### config.mk
export PLATFORM = sky130hd
export DESIGN_NAME = learned_level_switch_decoder
export DESIGN_NICKNAME = d
export VERILOG_FILES = /design/src/rtl/core/lls_pkg.sv /design/src/rtl/core/learned_level_switch_decoder.sv /design/src/rtl/core/lls_cell.sv
export VERILOG_INCLUDE_DIRS = /design/src /design/src/rtl/core
export SDC_FILE = /design/constraint.sdc
export NUM_CORES = 1
export LEC_CHECK = 0
export BUFFER_PORTS_ARGS = -buffer_cell sky130_fd_sc_hd__buf_2
export CAP_MARGIN = 20
export CORE_ASPECT_RATIO = 1.4
export CORE_MARGIN = 4
export CORE_UTILIZATION = 55
export DETAILED_ROUTE_END_ITERATION = 16
export GPL_TIMING_DRIVEN = 1
export PLACE_DENSITY_LB_ADDON = 0.08
export SLEW_MARGIN = 20
export SYNTH_ARGS = -nofsm -noshare
export SYNTH_HDL_FRONTEND = slang
export SYNTH_SLANG_ARGS = --single-unit
### constraint.sdc
create_clock -name clk -period 5 [get_ports clk]
set_input_delay 0.25 -clock clk [delete_from_list [all_inputs] [get_ports clk]]
set_output_delay 0.25 -clock clk [all_outputs]
set_load 0.03 [all_outputs]
### src/rtl/core/learned_level_switch_decoder_defines.svh
// Assertion macros for the learned level switch decoder.
// Define NO_ASSERTIONS to compile them out.
`ifndef LEARNED_LEVEL_SWITCH_DECODER_DEFINES_SVH
`define LEARNED_LEVEL_SWITCH_DECODER_DEFINES_SVH

`ifndef NO_ASSERTIONS
`define LLS_ASSERT_SAME(lbl, ante, cons) \
  lbl: assert property (@(posedge clk) disable iff (rst) (ante) |-> (cons)) \
    else $error("lls check failed");
`define LLS_ASSERT_NEXT(lbl, ante, cons) \
  lbl: assert property (@(posedge clk) disable iff (rst) (ante) |=> (cons)) \
    else $error("lls check failed");
`else
`define LLS_ASSERT_SAME(lbl, ante, cons)
`define LLS_ASSERT_NEXT(lbl, ante, cons)
`endif

`endif

### src/rtl/core/lls_pkg.sv
`default_nettype none

package lls_pkg;

  localparam int MAX_LEVELS  = 8;
  localparam int SAMPLE_BITS = 10;
  localparam int IDX_BITS    = $clog2(MAX_LEVELS);
  localparam int CNT_BITS    = $clog2(MAX_LEVELS + 1);
  localparam int DIST_BITS   = 16;

  localparam int KIND_BITS      = 2;
  localparam int SAMPLE_IN_BITS = 10;
  localparam int ENTRY_BITS     = 3;
  localparam int POS_BITS       = 3;
  localparam int LCOUNT_BITS    = 4;

  localparam logic [DIST_BITS-1:0] DIST_START = 16'hFFFF;

  localparam logic [KIND_BITS-1:0] KIND_CLASSIFY = 2'd0;
  localparam logic [KIND_BITS-1:0] KIND_LEARN    = 2'd1;
  localparam logic [KIND_BITS-1:0] KIND_REMOVE   = 2'd2;

  typedef struct packed {
    logic [KIND_BITS-1:0]      kind;
    logic [SAMPLE_IN_BITS-1:0] sample;
    logic [ENTRY_BITS-1:0]     entry_index;
  } in_t;

  typedef struct packed {
    logic [POS_BITS-1:0]    position;
    logic [LCOUNT_BITS-1:0] level_count;
  } out_t;

  // search token passed from cell to cell
  typedef struct packed {
    logic                 vld;
    logic [DIST_BITS-1:0] best;
    logic [IDX_BITS-1:0]  pick;
  } tok_t;

  // broadcast to every cell
  typedef struct packed {
    logic                   ins;
    logic                   rem;
    logic [SAMPLE_BITS-1:0] smp;
    logic [ENTRY_BITS-1:0]  idx;
    logic [CNT_BITS-1:0]    cnt;
  } ctl_t;

endpackage

`default_nettype wire

### src/rtl/core/learned_level_switch_decoder.sv
`default_nettype none
`include "learned_level_switch_decoder_defines.svh"

// Learned level switch decoder. Keeps up to MAX_LEVELS learned levels in
// descending order in a row of cells, one level per cell. A learn or remove
// item updates all cells together in the edit state. A classify item sends
// a search token down the row, one cell per cycle. Every item keeps the
// input stalled until its result is loaded into the output register, and
// a result waiting there with the output stalled keeps it stalled longer.
// Level storage has no reset; the level count resets to zero.
module learned_level_switch_decoder (
  input  logic           clk,
  input  logic           rst,
  input  logic           item_valid,
  output logic           item_stall,
  input  lls_pkg::in_t   item,
  output logic           result_valid,
  input  logic           result_stall,
  output lls_pkg::out_t  result
);
  import lls_pkg::*;

  typedef enum logic [3:0] {
    S_IDLE   = 4'b0001,
    S_EDIT   = 4'b0010,
    S_SEARCH = 4'b0100,
    S_WAIT   = 4'b1000
  } state_t;

  state_t                 state, state_next;
  logic [KIND_BITS-1:0]   op;
  logic [SAMPLE_BITS-1:0] smp;
  logic [ENTRY_BITS-1:0]  idx;
  logic [CNT_BITS-1:0]    count, count_next;
  logic                   launch;
  logic [IDX_BITS-1:0]    pos;
  logic                   take;
  logic                   load;
  logic                   room;
  logic                   hit;
  ctl_t                   ctl;
  tok_t                   tok [MAX_LEVELS+1];
  logic [SAMPLE_BITS-1:0] lvl [MAX_LEVELS];
  logic                   ge  [MAX_LEVELS];

  assign item_stall = (state != S_IDLE);
  assign take       = item_valid && !item_stall;
  assign load       = (state == S_WAIT) && (!result_valid || !result_stall);
  assign room       = int'(count) < MAX_LEVELS;
  assign hit        = int'(idx) < int'(count);

  assign ctl = '{ins: (state == S_EDIT) && (op == KIND_LEARN) && room,
                 rem: (state == S_EDIT) && (op == KIND_REMOVE) && hit,
                 smp: smp,
                 idx: idx,
                 cnt: count};

  assign tok[0] = '{vld: launch, best: DIST_START, pick: '0};

  for (genvar i = 0; i < MAX_LEVELS; i++) begin : g_cell
    logic [SAMPLE_BITS-1:0] left_l;
    logic                   left_g;
    logic [SAMPLE_BITS-1:0] right_l;

    if (i == 0) begin : g_first
      assign left_l = smp;
      assign left_g = 1'b1;
    end else begin : g_mid
      assign left_l = lvl[i-1];
      assign left_g = ge[i-1];
    end

    if (i == MAX_LEVELS - 1) begin : g_last
      assign right_l = lvl[i];
    end else begin : g_inner
      assign right_l = lvl[i+1];
    end

    lls_cell u_cell (
      .clk       (clk),
      .rst       (rst),
      .slot      (IDX_BITS'(i)),
      .ctl       (ctl),
      .tok_in    (tok[i]),
      .left_lvl  (left_l),
      .left_ge   (left_g),
      .right_lvl (right_l),
      .lvl       (lvl[i]),
      .ge        (ge[i]),
      .tok_out   (tok[i+1])
    );
  end

  always_comb begin
    state_next = state;
    count_next = count;
    unique case (state)
      S_IDLE: begin
        if (take) begin
          state_next = (item.kind == KIND_CLASSIFY) ? S_SEARCH : S_EDIT;
        end
      end
      S_EDIT: begin
        if (ctl.ins) begin
          count_next = count + CNT_BITS'(1);
        end else if (ctl.rem) begin
          count_next = count - CNT_BITS'(1);
        end
        state_next = S_WAIT;
      end
      S_SEARCH: begin
        if (tok[MAX_LEVELS].vld) begin
          state_next = S_WAIT;
        end
      end
      S_WAIT: begin
        if (load) begin
          state_next = S_IDLE;
        end
      end
      default: begin
        state_next = S_IDLE;
      end
    endcase
  end

  always_ff @(posedge clk) begin
    if (rst) begin
      state        <= S_IDLE;
      count        <= '0;
      launch       <= 1'b0;
      result_valid <= 1'b0;
    end else begin
      state  <= state_next;
      count  <= count_next;
      launch <= take && (item.kind == KIND_CLASSIFY);
      if (load) begin
        result_valid <= 1'b1;
      end else if (!result_stall) begin
        result_valid <= 1'b0;
      end
    end
  end

  always_ff @(posedge clk) begin
    if (take) begin
      op  <= item.kind;
      smp <= SAMPLE_BITS'(item.sample);
      idx <= item.entry_index;
    end
    if (state == S_EDIT) begin
      pos <= '0;
    end else if ((state == S_SEARCH) && tok[MAX_LEVELS].vld) begin
      // pick counts from the highest level; report from the lowest
      pos <= (count == '0) ? '0 :
             IDX_BITS'(count - CNT_BITS'(1) - CNT_BITS'(tok[MAX_LEVELS].pick));
    end
    if (load) begin
      result <= '{position: POS_BITS'(pos), level_count: LCOUNT_BITS'(count)};
    end
  end

  `LLS_ASSERT_SAME(a_count_max, 1'b1, int'(count) <= MAX_LEVELS)
  `LLS_ASSERT_SAME(a_count_edit, count != $past(count), $past(state == S_EDIT))
  `LLS_ASSERT_SAME(a_tok_search, tok[MAX_LEVELS].vld || launch, state == S_SEARCH)
  `LLS_ASSERT_NEXT(a_take_busy, take, state != S_IDLE)

endmodule

`default_nettype wire

### src/rtl/core/lls_cell.sv
`default_nettype none

module lls_cell (
  input  logic                            clk,
  input  logic                            rst,
  input  logic [lls_pkg::IDX_BITS-1:0]    slot,
  input  lls_pkg::ctl_t                   ctl,
  input  lls_pkg::tok_t                   tok_in,
  input  logic [lls_pkg::SAMPLE_BITS-1:0] left_lvl,
  input  logic                            left_ge,
  input  logic [lls_pkg::SAMPLE_BITS-1:0] right_lvl,
  output logic [lls_pkg::SAMPLE_BITS-1:0] lvl,
  output logic                            ge,
  output lls_pkg::tok_t                   tok_out
);
  import lls_pkg::*;

  logic                   live;
  logic [SAMPLE_BITS-1:0] gap;
  logic                   closer;
  logic                   tok_vld;
  logic [DIST_BITS-1:0]   tok_best;
  logic [IDX_BITS-1:0]    tok_pick;

  assign live   = int'(slot) < int'(ctl.cnt);
  assign ge     = live && (lvl >= ctl.smp);
  assign gap    = (ctl.smp > lvl) ? (ctl.smp - lvl) : (lvl - ctl.smp);
  assign closer = live && (DIST_BITS'(gap) < tok_in.best);

  assign tok_out = '{vld: tok_vld, best: tok_best, pick: tok_pick};

  // insert opens a gap below the last entry >= sample; remove pulls from the right
  always_ff @(posedge clk) begin
    if (ctl.ins && !ge) begin
      lvl <= left_ge ? ctl.smp : left_lvl;
    end else if (ctl.rem && (int'(slot) >= int'(ctl.idx))) begin
      lvl <= right_lvl;
    end
  end

  always_ff @(posedge clk) begin
    if (rst) begin
      tok_vld <= 1'b0;
    end else begin
      tok_vld <= tok_in.vld;
    end
  end

  always_ff @(posedge clk) begin
    if (closer) begin
      tok_best <= DIST_BITS'(gap);
      tok_pick <= slot;
    end else begin
      tok_best <= tok_in.best;
      tok_pick <= tok_in.pick;
    end
  end

endmodule

`default_nettype wire

Word-level counts from Yosys, hierarchy flattened
Cells that the tools add are included.
Word-level totals
  bits in registers: 252
  input port bits: 19
  output and inout bits: 9
  word-level logic and storage cells: 228
Operators by class
  add/subtract/negate cells: 19
  $lt $le $gt $ge: 41
  equal/unequal tests: 11
  mux-type cells: 47
  reductions and logical operators: 63
Operators by type and width (number)
  two-way mux 10 bit: 35
  subtractor 10 bit: 16
  < comparator 10 x 16 -> 1 bit: 7
  greater-or-equal comparator 10 bit: 8
  > comparator 10 bit: 8
  logical AND 1 bit: 39
  two-way mux 4 bit: 5
  < comparator 10 x 16 -> 1 bit, second input constant: 1
  < comparator 3 x 4 -> 1 bit, first input constant: 4
  two-way mux 16 bit: 1
  case mux 4 bit (4 select lines): 1
  nonzero test 2 bit: 8
  zero test 1 bit: 11
  greater-or-equal comparator 3 bit, first input constant: 3
  < comparator 1 x 4 -> 1 bit, first input constant: 2
  < comparator 2 x 4 -> 1 bit, first input constant: 2
  greater-or-equal comparator 1 x 3 -> 1 bit, first input constant: 2
  greater-or-equal comparator 2 x 3 -> 1 bit, first input constant: 2
  two-way mux 3 bit: 2
  adder 4 x 1 -> 4 bit, second input constant: 1
  == test 4 x 1 -> 1 bit, second input constant: 1
  == test 4 x 2 -> 1 bit, second input constant: 1
  == test 4 x 3 -> 1 bit, second input constant: 1
  == test 4 bit, second input constant: 1
  15 further kinds: 19

Logic depth before layout (Yosys ltp)
  word-level depth: 6
  mapped depth: 20
  depth with buffers taken out: 19

By module
From an unflattened synthesis, not the netlist that was laid out.
Second synthesis, totals
  cells, all modules: 2249
  area, all modules: 21851.0 µm²
By module, submodules not included
  lls_cell at g_cell[1].u_cell ...: instances 5, cells an instance 262, area each 2512.4 µm², seq. area each 700.7 µm²
  lls_cell at g_cell[0].u_cell ...: instances 2, cells an instance 258, area each 2549.9 µm², seq. area each 700.7 µm²
  lls_cell at g_cell[2].u_cell: instances 1, cells an instance 293, area each 2626.3 µm², seq. area each 700.7 µm²
  learned_level_switch_decoder: instances 1, cells an instance 130, area each 1562.7 µm², seq. area each 920.9 µm²

Worst setup path after synthesis
OpenSTA, ideal clock, no wires.
  path kind: register -> register
  from: register smp[1] (netlist: g_cell[0].left_l[1])
  to: register g_cell[3].u_cell.tok_best[2]
  setup time: 0.121 ns
  arrival time: 4.814 ns
  required time: 4.879 ns
  path slack: 0.065 ns
  cell stages (with the launch flop): 17
  path buffers: 2
  clock period less this slack: 4.935 ns
  cells stage by stage: edfxtp_1 -> inv_1 -> ha_1 -> nand4_1 -> or2_2 -> mux2_2 -> o21a_1 -> buf_2 -> mux2i_1 -> xor2_1 -> ha_1 -> a21oi_1 -> nor2_1 -> a211o_1 -> a31oi_1 -> clkbuf_1 -> mux2_2
On the way
  cells in the longest elaborated chain, start to end: 5
  elaborated cells between the ends (all ways): 7
  those cells by class: 2 x add/sub; 2 x order compare; 2 x mux; 1 x reduce/logical
RTL lines
  start, declared: RTL line learned_level_switch_decoder.sv:32  | logic [SAMPLE_BITS-1:0] smp;
  start signal, assigned: RTL line learned_level_switch_decoder.sv:148  | smp <= SAMPLE_BITS'(item.sample);
  subtractor 10 bit / > comparator 10 bit (equally long branches): RTL line lls_cell.sv:27  | assign gap = (ctl.smp > lvl) ? (ctl.smp - lvl) : (lvl - ctl.smp);
  two-way mux 10 bit (*): RTL line lls_cell.sv:27
  < comparator 10 x 16 -> 1 bit: RTL line lls_cell.sv:28  | assign closer = live && (DIST_BITS'(gap) < tok_in.best);
  logical AND 1 bit: RTL line lls_cell.sv:28
  two-way mux 10 bit (*): RTL line lls_cell.sv:50  | if (closer) begin
  end signal, assigned: RTL line lls_cell.sv:51  | tok_best <= DIST_BITS'(gap);
  end signal, assigned: RTL line lls_cell.sv:54  | tok_best <= tok_in.best;
  end, declared: RTL line lls_cell.sv:22  | logic [DIST_BITS-1:0] tok_best;
Every way passes the cells marked *; elsewhere a longest branch is shown, timed or not.
A chain may end at the register's enable or synchronous reset.

Worst setup path in the final report
  from: register smp[2] (netlist: g_cell[0].left_l[2])
  to: register g_cell[5].u_cell.tok_best[4]
On the way
  cells in the longest elaborated chain, start to end: 5
  elaborated cells between the ends (all ways): 7
  those cells by class: 2 x add/sub; 2 x order compare; 2 x mux; 1 x reduce/logical
RTL lines (RTL line)
  subtractor 10 bit / > comparator 10 bit (equally long branches): lls_cell.sv:27
  two-way mux 10 bit (*): lls_cell.sv:27
  < comparator 10 x 16 -> 1 bit: lls_cell.sv:28
  logical AND 1 bit: lls_cell.sv:28
  two-way mux 10 bit (*): lls_cell.sv:50
  end signal, assigned: lls_cell.sv:51
  end signal, assigned: lls_cell.sv:54
  end, declared: lls_cell.sv:22
Marked as above.

==> run_results.csv <==
group,metric,value,unit
outcome,outcome,"complete, no violations",
placement,dp.cells,2256,
setup_path,crit_path_end_kind,"flop",
routing,via_per_inst,6.09,
global_routing,overflow,0,
pwr,p_leak,8.94,nW
logic_synthesis,ys_seq_elements,217,
timing,drv_slew,0,
logic_synthesis,synth.top_cell.area_share,18.3,%
min_path,hp-start,"item_valid",
clock_network,cts_tree,"built",
logic_synthesis,synth_edf_count,102,
timing,worstMarginPinSlew,1.10,ns
layout,fin_util,61.7,%
clock_network,cts_buffers,24,
die,coreArea,30000,sq um
logic_synthesis,synth_cells,1856,
logic_synthesis,ys_top_cells_by_area,"edfxtp_1, ha_1, dfxtp_1, mux2i_1, a21oi_1",
flow_run,maxCapViolCount,0,
routing,drt-pass1-iter-count,6,
die,io_pins,28,
logic_synthesis,synth_cell_types,71,
pwr,power_density,255,nW/um^2
global_routing,grt.busiest_layer,"met2",
routing,ant_nets,0,
min_path,min_path_type,"input port to flop",
setup_path,cp_max_fo,15,
global_routing,grt_max_degree,22,
setup_path,critPathArrivalTime,5.08,ns
global_routing,grtUsageMet2,53.9,%
timing,max-slew-margin-rel,26.6,%
routing,drc,0,
clock_network,clockRootBuffer,"clkbuf_16",
placement,place.gp.congestion,0.939,
logic_synthesis,syn_avg_cell_area,9.03,sq um
timing,setup-tns-final,0,ns
setup_path,startpoint_type,"flop",
placement,dpl.hpwl,40200,um
layout,drive_gt1_share,11.0,%
die,die-area,33400,sq um
routing,wl,51900,um
routing,avgRoutedWirePerCell,22.4,um
global_routing,antenna_found_initial,0,
placement,port-buffer-count,27,
layout,final_cells,2320,
clock_network,clock_sinks,217,
global_routing,use_met3,3.19,%
logic_synthesis,synth_warnings,0,
logic_synthesis,synthArstFlopShare,0,%
timing,hold_viol,0,
layout,antennaDiodeCount,0,
clock_network,clkLatencyLatePin,0.55,ns
global_routing,grt_pass1_vias,14200,
layout,layout.nets,2182,
logic_synthesis,synth_area,16800,sq um
pwr,max-vdd-ir-drop,0.219,mV
timing,fin_crit_sh,93.1,%
global_routing,grt_use_total,30.5,%
clock_network,clockBufferDepth,3,
setup_path,timing.rr.start,"g_cell[0].left_l[2]",
timing,max_freq,215,MHz
die,start_util,55.8,%
die,die_y,215,um
timing,setup_viol,0,
timing,rsz0062_at_grt,"no",
logic_synthesis,yosysSeqAreaShare,32.0,%
setup_path,cp-startpoint,"g_cell[0].left_l[2]",
routing,drtIter0Drc,1217,
setup_path,crit_required,5.42,ns
logic_synthesis,synth_nets,2121,
routing,vias,14100,
clock_network,cts_max_level,1,
global_routing,grt_pass1_wl,79900,um
logic_synthesis,synth_ff_type,"dfxtp_1",
global_routing,met1_usage,35.0,%
timing,fin_worst_skew,0.0145,ns
timing,holdWs,0.0317,ns
layout,area_delta_synth_final,10.5,%
die,num_rows,75,
clock_network,path_clk_slew,0.06,ns
timing,min_period,4.65,ns
logic_synthesis,synth_top_cell_by_area,"edfxtp_1",
die,fp.dieW,156,um
setup_path,crit_type,"flop to flop",
layer usage:
metal | part of all wire [%] | wire, um | vias to the layer above
met5 | 0 | 0 | -
met1 | 37 | 19400 | 6719
met2 | 50 | 26100 | 556
li1 | - | - | 6664
met3 | 5.3 | 2750 | 184
met4 | 7.1 | 3710 | 0
registers in the layout, summed over array words and instances, names as in the netlist:
signal                  cells
count                       4
g_cell.left_l              10
g_cell.u_cell.lvl          80
g_cell.u_cell.tok_best     77
g_cell.u_cell.tok_pick     17
g_cell.u_cell.tok_vld       8
idx                         3
launch                      1
op                          2
pos                         3
result                      7
result_valid                1
state                       4
layout by cell type (no fill, tap or decap), types with 54 or more instances in the layout:
cell type  Yosys  routed
a21oi_1      171     170
mux2i_1       98      98
o21ai_0      142     141
dfxtp_1      115     115
ha_1         229     229
edfxtp_1     102     102
a21o_1        54      54
mux2_2        55      55
nor2_1       102     102
nand2_1      114     114
buf_4          5      60
inv_1        207     206
cell usage after synthesis, drive strengths merged, types with 27 or more instances:
library cell,count
edfxtp,102
nor3,28
mux2,56
xnor2,39
ha,229
a21o,54
nand3,35
a21oi,173
clkbuf,48
nand2,114
dfxtp,115
xor2,27
inv,208
nor2,102
mux2i,98
o21ai,146
final cells by class:
cell class,instances,area (sq um)
Clock inverter,11,100
Sequential cell,217,5370
Clock buffer,33,707
Tap cell,385,482
Multi-Input combinational cell,1361,10300
Inverter,210,792
Timing Repair Buffer,103,746
Fill cell,2681,11500
repair_timing:
action / in CTS / in global routing
gates resized for setup: 0 / 2
buffers inserted: 0 / 3
hold buffers: 16 / 0
hold endpoints to repair: 18 / 0
endpoints found under the setup margin: 0 / 20
power by group:
part | switching [mW] | leakage (nW) | internal [mW]
Clock | 0.761 | 0.398 | 1.05
Sequential | 0.0313 | 1.87 | 1.89
Combinational | 0.598 | 6.67 | 0.405
Total | 1.39 | 8.94 | 3.34
critical path, cell delays in order, from the launching register on:
cell      delay [ns]
edfxtp_1        0.40
inv_1           0.49
ha_1            0.42
a21o_1          0.21
a221oi_1        0.42
o221ai_1        0.20
o31ai_1         0.21
buf_4           0.28
mux2_2          0.36
ha_1            0.26
a21boi_0        0.17
o21ai_0         0.09
a211oi_1        0.23
nor2_1          0.08
o21ai_1         0.11
buf_4           0.23
mux2_2          0.35
cells by family after synthesis:
| family | count (synthesis) | synth area share, % |
|---|---|---|
| buffers and inverters | 278 | 6.44 |
| adders and majority gates | 246 | 19.1 |
| muxes | 154 | 9.64 |
| AOI/OAI and AO/OA | 502 | 18.2 |
| DFF | 217 | 32.0 |
| and+or+nand+nor | 393 | 11.1 |
| xor gates and xnor gates | 66 | 3.45 |
per-stage QoR:
step | power [mW] | cell area [sq um] | setup WS, ns
4_1_cts | 4.74 | 18500 | 0.295
2_1_floorplan | 2.64 | 16800 | 0.0652
5_1_grt | 4.93 | 18500 | 0.0683
3_5_place_dp | 2.93 | 17500 | 0.326
6_report | 4.73 | 18500 | 0.346
3_3_place_gp | 2.92 | 17500 | 0.410
path summary, 6_finish.rpt:
| kind | to | slack, ns | cells after the start |
|---|---|---|---|
| worst min-delay path | state[1] | 0.03 | 3 |
| worst max-delay path | g_cell[5].u_cell.tok_best[4] | 0.35 | 16 |
| worst min register to register | g_cell[7].u_cell.tok_pick[2] | 0.42 | 1 |
| worst max register to register | g_cell[5].u_cell.tok_best[4] | 0.35 | 16 |
Power figures use the tool's default switching activity.
